### config.mk
export PLATFORM = sky130hd
export DESIGN_NAME = substitution_map_with_undo_stack_unit_flat
export DESIGN_NICKNAME = d
export VERILOG_FILES = /design/src/rtl/core/smap_pkg.sv /design/src/rtl/core/smap_if.sv /design/src/rtl/core/smap_ram.sv /design/src/rtl/core/substitution_map_with_undo_stack_unit.sv /design/src/flat_wrapper.sv
export SDC_FILE = /design/constraint.sdc
export NUM_CORES = 2
export LEC_CHECK = 0
export BUFFER_PORTS_ARGS = -buffer_cell sky130_fd_sc_hd__buf_4
export CAP_MARGIN = 20
export CORE_MARGIN = 4
export CORE_UTILIZATION = 30
export CTS_CLUSTER_DIAMETER = 200
export DETAILED_ROUTE_END_ITERATION = 8
export PLACE_DENSITY_LB_ADDON = 0.05
export SLEW_MARGIN = 20
export SYNTH_ARGS = -nofsm -noshare
export SYNTH_HDL_FRONTEND = slang
export SYNTH_HIERARCHICAL = 1
export SYNTH_SLANG_ARGS = --single-unit
export TNS_END_PERCENT = 50
### constraint.sdc
create_clock -name clk -period 11.7 [get_ports clk]
set_input_delay 2.34 -clock clk [delete_from_list [all_inputs] [get_ports clk]]
set_output_delay 2.34 -clock clk [all_outputs]
set_load 0.02 [all_outputs]
### src/rtl/core/smap_pkg.sv
// Shared types and constants of the substitution map unit.
package smap_pkg;

  localparam int LETTERS = 26;
  localparam logic [4:0] UNKNOWN = 5'd26;
  localparam logic [7:0] CH_UPPER_A = 8'h41;
  localparam logic [7:0] CH_LOWER_A = 8'h61;
  localparam logic [7:0] CH_QUESTION = 8'h3f;

  typedef enum logic [1:0] {
    MODE_TRANSLATE = 2'd0,
    MODE_PUSH      = 2'd1,
    MODE_POP       = 2'd2,
    MODE_NONE      = 2'd3
  } mode_t;

  typedef enum logic [2:0] {
    ST_DONE      = 3'd0,
    ST_BUFFERED  = 3'd1,
    ST_REJECTED  = 3'd2,
    ST_POP_EMPTY = 3'd3,
    ST_FULL      = 3'd4
  } status_t;

  typedef enum logic [2:0] {
    S_IDLE,
    S_CHECK,
    S_COPY,
    S_FILL,
    S_POP
  } state_t;

  function automatic logic is_upper(input logic [7:0] ch);
    return (ch >= 8'h41) && (ch <= 8'h5a);
  endfunction

  function automatic logic is_lower(input logic [7:0] ch);
    return (ch >= 8'h61) && (ch <= 8'h7a);
  endfunction

  // Letter index of a letter of either case; zero for any other byte.
  function automatic logic [4:0] letter_idx(input logic [7:0] ch);
    logic [7:0] d;
    d = 8'd0;
    if (is_upper(ch)) d = ch - CH_UPPER_A;
    else if (is_lower(ch)) d = ch - CH_LOWER_A;
    return d[4:0];
  endfunction

endpackage

### src/rtl/core/smap_if.sv
// Handshake channels of the substitution map unit.
interface smap_item_if;
  import smap_pkg::*;
  logic       valid;
  logic       ready;
  logic [1:0] mode;
  logic [7:0] cipher_char;
  logic [7:0] plain_char;
  logic       last_pair;

  modport source (output valid, mode, cipher_char, plain_char, last_pair, input ready);
  modport sink (input valid, mode, cipher_char, plain_char, last_pair, output ready);
endinterface

interface smap_result_if;
  logic       valid;
  logic       ready;
  logic [7:0] out_char;
  logic [2:0] status;

  modport source (output valid, out_char, status, input ready);
  modport sink (input valid, out_char, status, output ready);
endinterface

### src/rtl/core/smap_ram.sv
// Generic single-write, single-read RAM with registered read data.
module smap_ram #(
  parameter int WIDTH = 8,
  parameter int DEPTH = 16,
  localparam int ADDR_W = (DEPTH > 1) ? $clog2(DEPTH) : 1
) (
  input  logic              clk,
  input  logic              we,
  input  logic [ADDR_W-1:0] waddr,
  input  logic [WIDTH-1:0]  wdata,
  input  logic [ADDR_W-1:0] raddr,
  output logic [WIDTH-1:0]  rdata
);

  logic [WIDTH-1:0] mem [DEPTH];

  always_ff @(posedge clk) begin
    if (we) mem[waddr] <= wdata;
    rdata <= mem[raddr];
  end

endmodule

### src/rtl/core/substitution_map_with_undo_stack_unit.sv
// Substitution map with undo stack: translate items are done in the idle
// state, as are pairs of a push word that are not its last one and pops on
// an empty stack. The last pair of a word of L pairs replays the word buffer
// RAM once to check it; an accepted word then writes a 26-entry snapshot
// into the snapshot RAM and replays the buffer again to fill the map. A pop
// reads 26 entries back from the snapshot RAM. One item is in work at a
// time; a finished result waits in the output register, and the next item
// is accepted no earlier than the cycle in which that result transfers.
module substitution_map_with_undo_stack_unit
  import smap_pkg::*;
#(
  parameter int STACK_DEPTH = 16,
  parameter int MAX_WORD = 64
) (
  input logic clk,
  input logic rst,
  smap_item_if.sink     item,
  smap_result_if.source result
);

  localparam int WLEN_W = $clog2(MAX_WORD + 1);
  localparam int WADDR_W = (MAX_WORD > 1) ? $clog2(MAX_WORD) : 1;
  localparam int CNT_W = (WLEN_W > 5) ? WLEN_W : 5;
  localparam int SCNT_W = $clog2(STACK_DEPTH + 1);
  localparam int SNAP_DEPTH = STACK_DEPTH * LETTERS;
  localparam int SADDR_W = (SNAP_DEPTH > 1) ? $clog2(SNAP_DEPTH) : 1;
  localparam int SBASE_W = $clog2(SNAP_DEPTH + 1);

  state_t state, state_next;
  logic [CNT_W-1:0]  cnt;
  logic              rd_v;
  logic [4:0]        pidx;
  logic              conflict;
  logic [SCNT_W-1:0] stack_count;
  logic [SBASE_W-1:0] snap_base;
  logic [WLEN_W-1:0] word_length;
  logic              word_rejected;
  logic [4:0]        map_table [LETTERS];
  logic              res_valid;
  logic [7:0]        res_char;
  status_t           res_status;

  logic       take;
  logic       ci_ok, pi_ok, len_room, rej_now;
  logic [4:0] ci, pi;
  logic       word_we;
  logic [9:0] word_rdata;
  logic       issue;
  logic       scan_done;
  logic       stack_full;
  logic       snap_we;
  logic [SBASE_W-1:0] snap_addr;
  logic [4:0] snap_rdata;
  logic [4:0] wc, wp, mc;
  logic [LETTERS-1:0] hits;
  logic       pair_bad;
  logic [7:0] xlat;

  assign item.ready = (state == S_IDLE) && (!res_valid || result.ready);
  assign take = item.valid && item.ready;
  assign result.valid = res_valid;
  assign result.out_char = res_char;
  assign result.status = res_status;

  assign ci_ok = is_upper(item.cipher_char) || is_lower(item.cipher_char);
  assign pi_ok = is_upper(item.plain_char) || is_lower(item.plain_char);
  assign ci = letter_idx(item.cipher_char);
  assign pi = letter_idx(item.plain_char);
  assign len_room = word_length < WLEN_W'(MAX_WORD);
  assign rej_now = word_rejected || !ci_ok || !pi_ok || !len_room;
  assign stack_full = stack_count == SCNT_W'(STACK_DEPTH);
  assign scan_done = (cnt == CNT_W'(word_length)) && !rd_v;

  // Check one replayed pair against the map as it stood before the word.
  assign wc = word_rdata[4:0];
  assign wp = word_rdata[9:5];
  assign mc = map_table[wc];
  always_comb begin
    for (int j = 0; j < LETTERS; j++) begin
      hits[j] = (map_table[j] == wp) && (5'(j) != wc);
    end
  end
  assign pair_bad = ((mc != UNKNOWN) && (mc != wp)) || (|hits);

  always_comb begin
    logic [4:0] v;
    v = map_table[letter_idx(item.cipher_char)];
    xlat = item.cipher_char;
    if (is_upper(item.cipher_char)) begin
      xlat = (v < UNKNOWN) ? CH_UPPER_A + 8'(v) : CH_QUESTION;
    end else if (is_lower(item.cipher_char)) begin
      xlat = (v < UNKNOWN) ? CH_LOWER_A + 8'(v) : CH_QUESTION;
    end
  end

  smap_ram #(.WIDTH(10), .DEPTH(MAX_WORD)) u_word_ram (
    .clk   (clk),
    .we    (word_we),
    .waddr (word_length[WADDR_W-1:0]),
    .wdata ({pi, ci}),
    .raddr (cnt[WADDR_W-1:0]),
    .rdata (word_rdata)
  );

  smap_ram #(.WIDTH(5), .DEPTH(SNAP_DEPTH)) u_snap_ram (
    .clk   (clk),
    .we    (snap_we),
    .waddr (snap_addr[SADDR_W-1:0]),
    .wdata (map_table[cnt[4:0]]),
    .raddr (snap_addr[SADDR_W-1:0]),
    .rdata (snap_rdata)
  );

  always_comb begin
    state_next = state;
    unique case (state)
      S_IDLE: begin
        if (take && item.mode == MODE_PUSH && item.last_pair && !rej_now) begin
          state_next = S_CHECK;
        end else if (take && item.mode == MODE_POP && stack_count != '0) begin
          state_next = S_POP;
        end
      end
      S_CHECK: begin
        if (scan_done) state_next = (conflict || stack_full) ? S_IDLE : S_COPY;
      end
      S_COPY: begin
        if (cnt == CNT_W'(LETTERS - 1)) state_next = S_FILL;
      end
      S_FILL: begin
        if (scan_done) state_next = S_IDLE;
      end
      S_POP: begin
        if (cnt == CNT_W'(LETTERS) && !rd_v) state_next = S_IDLE;
      end
      default: state_next = S_IDLE;
    endcase
  end

  always_comb begin
    word_we = take && item.mode == MODE_PUSH && len_room;
    issue = 1'b0;
    snap_we = 1'b0;
    unique case (state)
      S_CHECK, S_FILL: issue = cnt < CNT_W'(word_length);
      S_COPY:          snap_we = 1'b1;
      S_POP:           issue = cnt < CNT_W'(LETTERS);
      default:         issue = 1'b0;
    endcase
    snap_addr = snap_base + SBASE_W'(cnt);
  end

  always_ff @(posedge clk) begin
    if (rst) begin
      state <= S_IDLE;
      cnt <= '0;
      rd_v <= 1'b0;
      conflict <= 1'b0;
      stack_count <= '0;
      snap_base <= '0;
      word_length <= '0;
      word_rejected <= 1'b0;
      res_valid <= 1'b0;
      for (int j = 0; j < LETTERS; j++) map_table[j] <= UNKNOWN;
    end else begin
      state <= state_next;
      rd_v <= issue;
      pidx <= cnt[4:0];
      if (result.ready) res_valid <= 1'b0;
      unique case (state)
        S_IDLE: begin
          cnt <= '0;
          conflict <= 1'b0;
          if (take) begin
            res_valid <= 1'b1;
            res_char <= 8'd0;
            res_status <= ST_DONE;
            unique case (mode_t'(item.mode))
              MODE_TRANSLATE: res_char <= xlat;
              MODE_PUSH: begin
                if (len_room) word_length <= word_length + 1'b1;
                if (!item.last_pair) begin
                  word_rejected <= rej_now;
                  res_status <= ST_BUFFERED;
                end else if (rej_now) begin
                  // Drop the word at once.
                  word_length <= '0;
                  word_rejected <= 1'b0;
                  res_status <= ST_REJECTED;
                end else begin
                  res_valid <= 1'b0;
                end
              end
              MODE_POP: begin
                if (stack_count == '0) begin
                  res_status <= ST_POP_EMPTY;
                end else begin
                  res_valid <= 1'b0;
                  stack_count <= stack_count - 1'b1;
                  snap_base <= snap_base - SBASE_W'(LETTERS);
                end
              end
              MODE_NONE: res_char <= 8'd0;
              default: res_char <= 8'd0;
            endcase
          end
        end
        S_CHECK: begin
          if (issue) cnt <= cnt + 1'b1;
          if (rd_v && pair_bad) conflict <= 1'b1;
          if (scan_done) begin
            cnt <= '0;
            if (conflict || stack_full) begin
              res_valid <= 1'b1;
              res_char <= 8'd0;
              res_status <= conflict ? ST_REJECTED : ST_FULL;
              word_length <= '0;
            end
          end
        end
        S_COPY: begin
          cnt <= cnt + 1'b1;
          if (cnt == CNT_W'(LETTERS - 1)) begin
            cnt <= '0;
            stack_count <= stack_count + 1'b1;
            snap_base <= snap_base + SBASE_W'(LETTERS);
          end
        end
        S_FILL: begin
          if (issue) cnt <= cnt + 1'b1;
          if (rd_v && mc == UNKNOWN) map_table[wc] <= wp;
          if (scan_done) begin
            res_valid <= 1'b1;
            res_char <= 8'd0;
            res_status <= ST_DONE;
            word_length <= '0;
          end
        end
        S_POP: begin
          if (issue) cnt <= cnt + 1'b1;
          if (rd_v) map_table[pidx] <= snap_rdata;
          if (cnt == CNT_W'(LETTERS) && !rd_v) begin
            res_valid <= 1'b1;
            res_char <= 8'd0;
            res_status <= ST_DONE;
          end
        end
        default: cnt <= '0;
      endcase
    end
  end

`ifndef SYNTHESIS
  a_stack_bound: assert property (@(posedge clk) disable iff (rst)
    stack_count <= SCNT_W'(STACK_DEPTH)) else $error("stack count overflow");
  a_base_tracks: assert property (@(posedge clk) disable iff (rst)
    32'(snap_base) == 32'(stack_count) * LETTERS) else $error("snapshot base drift");
  a_word_bound: assert property (@(posedge clk) disable iff (rst)
    word_length <= WLEN_W'(MAX_WORD)) else $error("word length overflow");
  a_busy_no_ready: assert property (@(posedge clk) disable iff (rst)
    state != S_IDLE |-> !item.ready) else $error("ready while busy");
  a_char_zero: assert property (@(posedge clk) disable iff (rst)
    res_valid && res_status != ST_DONE |-> res_char == 8'd0) else $error("stray char");
`endif

endmodule
### src/flat_wrapper.sv
// flat-port wrapper written by rule: the top's interface ports become plain ports
module substitution_map_with_undo_stack_unit_flat import smap_pkg::*;
#(
  parameter int STACK_DEPTH = 16,
  parameter int MAX_WORD = 64
)
  (clk, rst, item_valid, item_mode, item_cipher_char, item_plain_char, item_last_pair, item_ready, result_valid, result_out_char, result_status, result_ready);
  smap_item_if item_i ();
  smap_result_if result_i ();
  input logic clk;
  input logic rst;
  input wire logic [$bits(item_i.valid)-1:0] item_valid;
  input wire logic [$bits(item_i.mode)-1:0] item_mode;
  input wire logic [$bits(item_i.cipher_char)-1:0] item_cipher_char;
  input wire logic [$bits(item_i.plain_char)-1:0] item_plain_char;
  input wire logic [$bits(item_i.last_pair)-1:0] item_last_pair;
  output wire logic [$bits(item_i.ready)-1:0] item_ready;
  output wire logic [$bits(result_i.valid)-1:0] result_valid;
  output wire logic [$bits(result_i.out_char)-1:0] result_out_char;
  output wire logic [$bits(result_i.status)-1:0] result_status;
  input wire logic [$bits(result_i.ready)-1:0] result_ready;
  assign item_i.valid = item_valid;
  assign item_i.mode = item_mode;
  assign item_i.cipher_char = item_cipher_char;
  assign item_i.plain_char = item_plain_char;
  assign item_i.last_pair = item_last_pair;
  assign item_ready = item_i.ready;
  assign result_valid = result_i.valid;
  assign result_out_char = result_i.out_char;
  assign result_status = result_i.status;
  assign result_i.ready = result_ready;
  substitution_map_with_undo_stack_unit #(.STACK_DEPTH(STACK_DEPTH), .MAX_WORD(MAX_WORD)) u_core (.clk(clk), .rst(rst), .item(item_i), .result(result_i));
endmodule
==> results.json <==
{
  "wire_length_of_the_first_global_routing_pass_mm": 536.0,
  "postCtsHoldBufs": 0,
  "wl_mm": 380.8,
  "power_density_mw_per_mm2": 169.1,
  "floorplan.initialDensity": 0.3014,
  "cts.sink_count": 2945,
  "worst_slew_margin_rel": 0.2544,
  "cp.required_ps": 12340,
  "first_global_vias": 66550,
  "worstPathCellList": "buf_4 -> clkinv_1 -> ha_2 -> clkinv_1 -> o211ai_2 -> buf_4 -> clkinv_2 -> buf_4 -> mux2i_1 -> a211oi_1 -> nor3_1 -> nor3_1 -> o211ai_2 -> o211a_1",
  "grt-busiest-layer": "met2",
  "static-leakage-power_nw": 39.71,
  "synth.yosys.seq_area_share": 0.7174,
  "tritoncts_clock_tree": "built",
  "numPlacedInstances": 11950,
  "dpl-instance-area_mm2": 0.1291,
  "viasPerCell": 5.153,
  "place.port_buffers": 35,
  "syn-mean-instance-area_um2": 18.20,
  "largest_net_degree_at_the_start_of_global_routing": 184,
  "yosys_register_bits": 2945,
  "antenna_found_initial": 22,
  "areaGrowthSynthToFinish_pct": 14.30,
  "synth.area.top_cells": "sky130_fd_sc_hd__edfxtp_1 71%, sky130_fd_sc_hd__mux4_2 12%, sky130_fd_sc_hd__mux2i_1 3.1%",
  "final-instance-count-excl-fill": 12580,
  "grt_util_met2": 0.2921,
  "placeableCoreArea_mm2": 0.4067,
  "report.final.hold_viol_count": 0,
  "fin_total_pwr_mw": 23.70,
  "ys.flop_type": "sky130_fd_sc_hd__edfxtp_1",
  "synthDistinctLibCells": 93,
  "critPathTopFamily": "buffers and inverters",
  "die_boundary_width_um": 647.2,
  "setup_viol": 0,
  "worst-r2r-cell-count": 13,
  "layout_cells_sized_above_1": 0.2131,
  "timing.hold.worst_endpoint": "u_core/stack_count[2]$_SDFFE_PP0P_",
  "min_path_cells": 2,
  "place_congestion": 0.8249,
  "final.period_utilization": 0.6421,
  "die_h_um": 647.2,
  "timing.fmax_mhz": 133.1,
  "stdcell_area_mm2": 0.1401,
  "path_clk_slew_ps": 60,
  "post_cts_sizing_count": 0,
  "critical_path_peak_fanout": 73,
  "crit_path_end_kind": "flip-flop",
  "synth_enable_flop_cells": 2896,
  "clk_buf_depth": 4,
  "gr-usage-met3": 0.02219,
  "globalRouteOverflowTotal": 0,
  "peakVddDrop_mv": 0.1206,
  "detail_route.drc_violations": 0,
  "first_iter_violations": 5752,
  "cts.htree.levels": 5,
  "num_io_pins": 36,
  "cp_slowest_stage_delay_ps": 1240,
  "timing.hold.worst.start": "u_core/stack_count[2]$_SDFFE_PP0P_",
  "ant_nets": 0,
  "cell_taking_the_most_area_after_synthesis": "sky130_fd_sc_hd__edfxtp_1",
  "routed-via-count": 64830,
  "grt_util_met1": 0.2519,
  "synth_async_sr_flop_share": 0,
  "synth.top_cells.by_count": "2896 x sky130_fd_sc_hd__edfxtp_1, 667 x sky130_fd_sc_hd__mux4_2, 632 x sky130_fd_sc_hd__nor2_1, 385 x sky130_fd_sc_hd__mux2i_1, 306 x sky130_fd_sc_hd__nand2_1",
  "synth_largest_type_area_fraction": 0.7094,
  "postSynthCellCount": 6737,
  "critical_path.startpoint_type": "input port",
  "multi_input_gate_area_in_the_final_layout_mm2": 0.03246,
  "final.fill_count": 38230,
  "setup-tns-final_ps": 0,
  "reg2reg_setup_slack_ps": 6060,
  "top_count_cell_post_synth": "sky130_fd_sc_hd__edfxtp_1",
  "synth.cell_area_mm2": 0.1226,
  "critPathMostFrequentCell": "sky130_fd_sc_hd__buf_4",
  "sequential_area_mm2": 0.08797,
  "worst_r2r_startpoint": "u_core/cnt[1]$_SDFF_PP0_",
  "syn-num-nets": 6799,
  "unrepaired_setup_endpoints_after_global_routing": "no",
  "outcome": "completed",
  "grtUsageTotal": 0.1786,
  "worst_clock_skew_ps": 47.66,
  "crit_buf_inv": 6,
  "yosys_warnings": 6,
  "hold_path_class": "reg2reg",
  "fp.dieArea_mm2": 0.4189,
  "final_period_minus_worst_setup_slack_ps": 7513,
  "detailed_place_hpwl_mm": 233.3,
  "cts_post_setup_buffers_inserted": 0,
  "timing.final.max_slew_violations": 0,
  "cts_made_buffers": 344,
  "worst_skew_pair.late_latency_ps": 930,
  "tightestPinTransition_ps": 1110,
  "maxCapViolations": 0,
  "clk_root_buffer_cell": "sky130_fd_sc_hd__clkbuf_16",
  "finish.net_count": 6932,
  "worstSetupPathType": "in2reg",
  "detail_routed_net_length_per_standard_cell_um": 30.27,
  "cp.arrival_ps": 8150,
  "detail_route.first_pass.iterations": 6,
  "r2r_end": "u_core/u_snap_ram/rdata[3]$_DFF_P_",
  "timing.critical_path.slowest_stage_cell": "sky130_fd_sc_hd__ha_2",
  "floorplan.rows": 234
}
[per-stage QoR]
step | hold WS [ps] | setup WS, ps | util
after floorplan | 472.3 | 3405 | -
after global placement | 494.5 | 3420 | 0.3175
after detailed placement | 506.9 | 3279 | 0.3176
after CTS | 521.4 | 4272 | 0.3443
after global routing | 570.6 | 3799 | 0.3445
final | 516.2 | 4187 | 0.3445
[tightest hold or removal path: stages, from the launching register on]
cell and delay (ps):
sky130_fd_sc_hd__dfxtp_1 320, sky130_fd_sc_hd__nor2_1 100, sky130_fd_sc_hd__a211oi_1 50
[kinds of logic (layout without fill, tap and decap cells)]
family                     after synthesis  count (layout)  share of synthesized area
DFF                                   2945            2945                     0.7174
xor gates and xnor gates               165             165                    0.01179
muxes                                 1079            1079                     0.1567
and+or+nand+nor                       1310            1310                    0.04700
adders and majority gates               39              39                   0.004164
AOI/OAI and AO/OA                      720             720                    0.04180
other                                    0               6                          0
buffers and inverters                  479             889                    0.02114
[metal layers]
metal | vias to the layer above | routed length (um)
li1 | 27650 | -
met5 | - | 26
met1 | 34960 | 171600
met2 | 1684 | 183000
met4 | 4 | 10070
met3 | 519 | 16080
[cells in the final DEF, fill, tap and decap left out, drive strengths merged, types with 23 or more instances in the layout]
cell     count
mux2i      385
nor4        26
o21ai       96
a2111oi     23
a211oi      73
o22ai      105
mux4       668
and2        30
xnor2       93
inv         57
buf        218
a21oi      112
nor2b       48
clkbuf     419
o221ai     106
edfxtp    2896
nand4       24
a22oi       43
bufinv      25
nor3        94
nor2       636
nand3       55
ha          36
clkinv     157
mux2        26
dfxtp       49
xor2        72
nand2      308
[flip-flops by register name (all words and copies together), names as in the netlist]
name                     flops
u_core/u_snap_ram/mem     2080
u_core/u_word_ram/mem      640
u_core/map_table           160
u_core/u_word_ram/rdata     10
u_core/result.out_char       8
u_core/snap_base             8
u_core/cnt                   7
u_core/word_length           7
u_core/pidx                  5
u_core/stack_count           5
u_core/u_snap_ram/rdata      5
u_core/result.status         3
u_core/state                 3
u_core/conflict              1
u_core/rd_v                  1
u_core/result.valid          1
u_core/word_rejected         1
[power by group]
part,switching (mW),total [mW],internal (mW)
logic,1.18,1.72,0.537
clock network,4.36,10.4,6.05
registers,0.0553,11.6,11.5
[layout make-up]
class / count / area share
Antenna cell: 6 / 0.0001072
Clock buffer: 419 / 0.06443
Clock inverter: 204 / 0.01303
Inverter: 48 / 0.001366
Multi-Input combinational cell: 3313 / 0.2316
Sequential cell: 2945 / 0.6278
Tap cell: 5428 / 0.04847
Timing Repair Buffer: 218 / 0.01313
[how the worst max path moves through the flow]
stage | startpoint | endpoint | slack (ps) | cells past startpoint
floorplan | u_core/cnt[0]$_SDFF_PP0_ | u_core/u_snap_ram/mem[0][4]$_DFFE_PP_ | 3400 | 7
global placement | item_cipher_char[0] | u_core/result.out_char[6]$_SDFFCE_PP0P_ | 3420 | 14
detailed placement | item_cipher_char[0] | u_core/result.out_char[6]$_SDFFCE_PP0P_ | 3280 | 14
CTS | item_cipher_char[0] | u_core/result.out_char[6]$_SDFFCE_PP0P_ | 4270 | 14
global route | item_cipher_char[0] | u_core/result.out_char[5]$_SDFFCE_PP0P_ | 3800 | 15
finish | item_cipher_char[0] | u_core/result.out_char[6]$_SDFFCE_PP0P_ | 4190 | 14
Power figures use the tool's default switching activity.
